`config.mk`:
```
export PLATFORM = sky130hd
export DESIGN_NAME = cbr_lane
export DESIGN_NICKNAME = d
export VERILOG_FILES = /design/src/design/cbr_pkg.sv /design/src/design/cbr_lane.sv
export SDC_FILE = /design/constraint.sdc
export NUM_CORES = 1
export LEC_CHECK = 0
export ABC_AREA = 1
export ABC_CLOCK_PERIOD_IN_PS = 1200
export BUFFER_PORTS_ARGS = -buffer_cell sky130_fd_sc_hd__buf_2
export CAP_MARGIN = 20
export CORE_AREA = 2 2 39 41
export DETAILED_ROUTE_END_ITERATION = 8
export DIE_AREA = 0 0 41 43
export GPL_TIMING_DRIVEN = 1
export REMOVE_ABC_BUFFERS = 1
export SYNTH_ARGS = -nofsm -noshare
export SYNTH_HDL_FRONTEND = slang
export SYNTH_SLANG_ARGS = --single-unit
```
`constraint.sdc`:
```
create_clock -name vclk -period 1.2
set_input_delay 0.36 -clock vclk [all_inputs]
set_output_delay 0.36 -clock vclk [all_outputs]
set_load 0.01 [all_outputs]
```
`src/design/cbr_pkg.sv`:
```
// Shared constants and types for the cursor bitmap rotator.
package cbr_pkg;

  localparam int SIDE      = 32;
  localparam int COORD_W   = $clog2(SIDE);
  localparam int LANES     = 8;
  localparam int LANE_W    = $clog2(LANES);
  localparam int BPR       = SIDE / LANES;
  localparam int BPR_W     = $clog2(BPR);
  localparam int PAIRS     = SIDE * BPR;
  localparam int CNT_W     = $clog2(PAIRS);
  localparam int IN_DATA_W = 16;
  localparam int OUT_RAW_W = COORD_W + 2 * SIDE;
  localparam int OUT_W     = ((OUT_RAW_W + 7) / 8) * 8;

  typedef enum logic [1:0] {
    ROT_0   = 2'd0,
    ROT_90  = 2'd1,
    ROT_180 = 2'd2,
    ROT_270 = 2'd3
  } rot_e;

  typedef enum logic {
    ST_COLLECT,
    ST_EMIT
  } state_e;

  typedef struct packed {
    logic [COORD_W-1:0] nx;
    logic [COORD_W-1:0] ny;
    logic               and_b;
    logic               xor_b;
  } pix_t;

endpackage

```
`src/design/cbr_lane.sv`:
```
// One pixel lane: mask logic and rotated target position.
module cbr_lane (
  input  logic [cbr_pkg::COORD_W-1:0] x_i,
  input  logic [cbr_pkg::COORD_W-1:0] y_i,
  input  cbr_pkg::rot_e               rot_i,
  input  logic                        img_i,
  input  logic                        msk_i,
  output cbr_pkg::pix_t               pix_o
);

  always_comb begin
    pix_o.and_b = ~msk_i;
    pix_o.xor_b = img_i & msk_i;
    case (rot_i)
      cbr_pkg::ROT_90: begin
        pix_o.nx = ~y_i;
        pix_o.ny = x_i;
      end
      cbr_pkg::ROT_180: begin
        pix_o.nx = ~x_i;
        pix_o.ny = ~y_i;
      end
      cbr_pkg::ROT_270: begin
        pix_o.nx = y_i;
        pix_o.ny = ~x_i;
      end
      default: begin
        pix_o.nx = x_i;
        pix_o.ny = y_i;
      end
    endcase
  end

endmodule

```
**Word-level counts from Yosys, hierarchy flattened**

Index checks and enable logic that the tools add are counted.
W data, S select, Z words.

- Equality and inequality tests: 3
- $add $sub $neg: 0
- Mux-type cells: 1
- Reductions and logical operators: 0
- Shift operators: 0
- Div/mod/pow operators: 0
- Order comparisons: 0
- Multiply operators: 0
- Bitwise logic cells: 4

Operators with widths:

| kind | count |
|---|---|
| $pmux W10 S3 | 1 |
| $not A5 Y5 | 2 |
| $eq A2 B2 Y1 const B | 2 |
| $eq A2 B1 Y1 const B | 1 |
| $and A1 B1 Y1 | 1 |
| $not A1 Y1 | 1 |

- Latch bits: 0
- Logic and storage cells: 8
- Output and inout port bits: 12
- Memories: 0
- Input bits: 14
- RAM bits: 0
- Flip-flop bits (word level): 0
- Bits in read-only memories: 0

**Depth between registers and ports, before layout**

- Word-level depth: 2
- Gate-level depth with buffers: 7

**Least setup slack after synthesis**

OpenSTA, ideal clock, no wires.

- Path kind: input port to output port
- Start point: input port rot_i[0]
- End point: output port pix_o[6] (netlist name)
- Setup slack: -0.072 ns
- Data arrival time: 0.912 ns
- Stages on the path: 7
- Cell sequence: buf_6 > inv_2 > buf_6 > nand2_1 > nand3_1 > nand2_1 > inv_1

RTL lines:

| what | RTL line | source |
|---|---|---|
| start, declared | cbr_lane.sv:5 | `input cbr_pkg::rot_e rot_i,` |
| end, declared | cbr_lane.sv:8 | `output cbr_pkg::pix_t pix_o` |

==> flow_metrics.env <==
export IMPL_core_area_um2=1380
export IMPL_nFlopsAndLatches=0
export IMPL_routabilityCongestion=0.786
export IMPL_relSlewSlack=0.916
export IMPL_row_count=14
export IMPL_die_w_um=41
export IMPL_crit_path_frequent_cell="nand2_1"
export IMPL_grt_total_usage=0.141
export IMPL_setup_violations=10
export IMPL_p_sw_frac=0.557
export IMPL_comb_power_share=1.000
export IMPL_cp_buffers_inverters=4
export IMPL_max_clock_freq_mhz=747
export IMPL_finalHoldViolations=0
export IMPL_grt_max_degree=17
export IMPL_grt_pass1_wl_um=1840
export IMPL_worstPathMaxFanout=8
export IMPL_violations="setup timing"
export IMPL_finalCriticalPeriod_ns=1.34
export IMPL_ys_seq_area_frac=0
export IMPL_crit_type="in -> out"
export IMPL_crit_slowest_cell="buf_16"
export IMPL_p_int_mw=0.122
export IMPL_synth_area_leaders="nand2_1, nand3_1, inv_1"
export IMPL_via_per_inst=4.40
export IMPL_slowest_delay_ns=0.14
export IMPL_end_kind="output pin"
export IMPL_p_switching_mw=0.153
export IMPL_critPathLaunchType="input pin"
export IMPL_firstDrtPassIters=3
export IMPL_syn_area_um2=379
export IMPL_num_io_pins=26
export IMPL_cp_top_family="buffers and inverters"
export IMPL_drc=0
export IMPL_ys_top_cells_by_count="nand2_1, inv_1, nand3_1"
export IMPL_grt_antenna_before_repair=0
export IMPL_grt_pass1_vias=463
export IMPL_synth_area_per_cell_um2=4.17
export IMPL_drtIter0Drc=6
export IMPL_drt_total_wl_um=1240
export IMPL_clock_buffers=0
export IMPL_slew_viol_final=0
export IMPL_ys_warn_count=0
export IMPL_synth_top_area_frac=0.505
export IMPL_leakage_nw=0.481
export IMPL_ant_nets=0
export IMPL_hpwlAfterDp_um=758
export IMPL_seq_power_share=0
export IMPL_port_buffer_count=26
export IMPL_hold_buffers=0
export IMPL_timing_final_crit_share=1.12
export IMPL_grt_ovfl_total=0
export IMPL_dieHeight_um=43
export IMPL_initial_core_util=0.274
export IMPL_power_density_nw_per_um2=390
export IMPL_regArea_um2=0
export IMPL_outcome="finished with violations"
export IMPL_drive_gt1_frac=0.479
export IMPL_cp_required_ns=0.84
export IMPL_n_antenna_cell=0
export IMPL_critical_path_arrival_ns=0.98
export IMPL_final_core_util=0.510
export IMPL_synth_most_common_cell="nand2_1"
export IMPL_synth_distinct_cells=6
export IMPL_hp_class="in -> out"
export IMPL_crit_chain="buf_12 > buf_16 > nand2_1 > nand3_1 > nand2_1 > inv_1 > buf_2"
export IMPL_tightest_slew_ns=0.126
export IMPL_final_nets=133
export IMPL_netlist_instances=91
export IMPL_dieArea_um2=1760
export IMPL_wire_per_inst_um=9.32
export IMPL_power_share_clock=0
export IMPL_setup_slack_ns=-0.139
export IMPL_area_growth_pct=86.1
export IMPL_rsz0062_at_grt="yes"
export IMPL_ir_drop_v=0.000167
export IMPL_drv_cap=0
export IMPL_yosysTopAreaCell="nand2_1"
export IMPL_fill_cells=140
export IMPL_p_total_mw=0.275
export IMPL_vias=585
==> stage by stage <==
stage / hold WS (ns) / setup WS (ns) / instance area (um^2) / setup TNS [ns] / std cells
after floorplan: 0.764 / 0.0666 / 347 / 0 / 87
after global placement: 0.954 / -0.188 / 519 / -1.73 / 132
after detailed placement: 0.958 / -0.218 / 519 / -1.92 / 132
after CTS: 0.958 / -0.111 / 629 / -1.06 / 133
after global routing: 0.981 / -0.172 / 706 / -1.58 / 133
final: 0.958 / -0.139 / 706 / -1.17 / 133
==> power groups by stage <==
| stage | logic [mW] | clock network (mW) | registers [mW] |
|---|---|---|---|
| finish | 0.275 | 0 | 0 |
| global route | 0.303 | 0 | 0 |
| CTS | 0.244 | 0 | 0 |
| detailed placement | 0.201 | 0 | 0 |
| global placement | 0.198 | 0 | 0 |
| floorplan | 0.108 | 0 | 0 |
==> cell families (layout without fill, tap and decap cells) <==
logic type | count (synthesis) | in the layout | share of synthesized area
AND/OR/NAND/NOR | 67 | 67 | 0.716
buffers and inverters | 24 | 50 | 0.284
==> routing by layer <==
layer | track usage | up-vias | routed length, um | share of wire
li1 | - | 319 | - | -
met1 | 0.203 | 256 | 554 | 0.45
met2 | 0.241 | 10 | 651 | 0.53
met3 | 0 | 0 | 34 | 0.027
met4 | 0 | 0 | 0 | 0
met5 | 0 | - | 0 | 0
==> placed cells by master (no fill, tap or decap) <==
master / Yosys / layout
nand2_1: 51 / 34
buf_2: 2 / 25
inv_1: 18 / 18
nand2_2: 0 / 9
nand3_1: 16 / 9
nand2_4: 0 / 8
nand3_2: 0 / 7
buf_12: 0 / 2
inv_8: 0 / 1
inv_4: 0 / 1
buf_16: 0 / 1
buf_4: 0 / 1
buf_6: 2 / 1
==> worst min-delay path: cells and delay by family <==
kind / cells / cell delay, ns
buffers and inverters: 3 / 0.24
==> worst paths after layout <==
check     start   endpoint  slack (ns)  depth (start not counted)
max    rot_i[0]  pix_o[11]       -0.14                          7
min       msk_i   pix_o[1]        0.96                          3
==> repair_timing <==
| action | in CTS | in global routing |
|---|---|---|
| endpoints found under the setup margin | 10 | 10 |
| resized for setup | 26 | 19 |
| cloned | 1 | 0 |
| setup buffers | 0 | 0 |
| pin swaps | 11 | 14 |
==> area by class of cell <==
cell class                      instances  area [um^2]  area share
Inverter                               20         85.1       0.121
Multi-Input combinational cell         67          389       0.551
Tap cell                               16         20.0      0.0284
Timing Repair Buffer                   30          211       0.300
No activity file was read; power rests on OpenSTA's default activity.
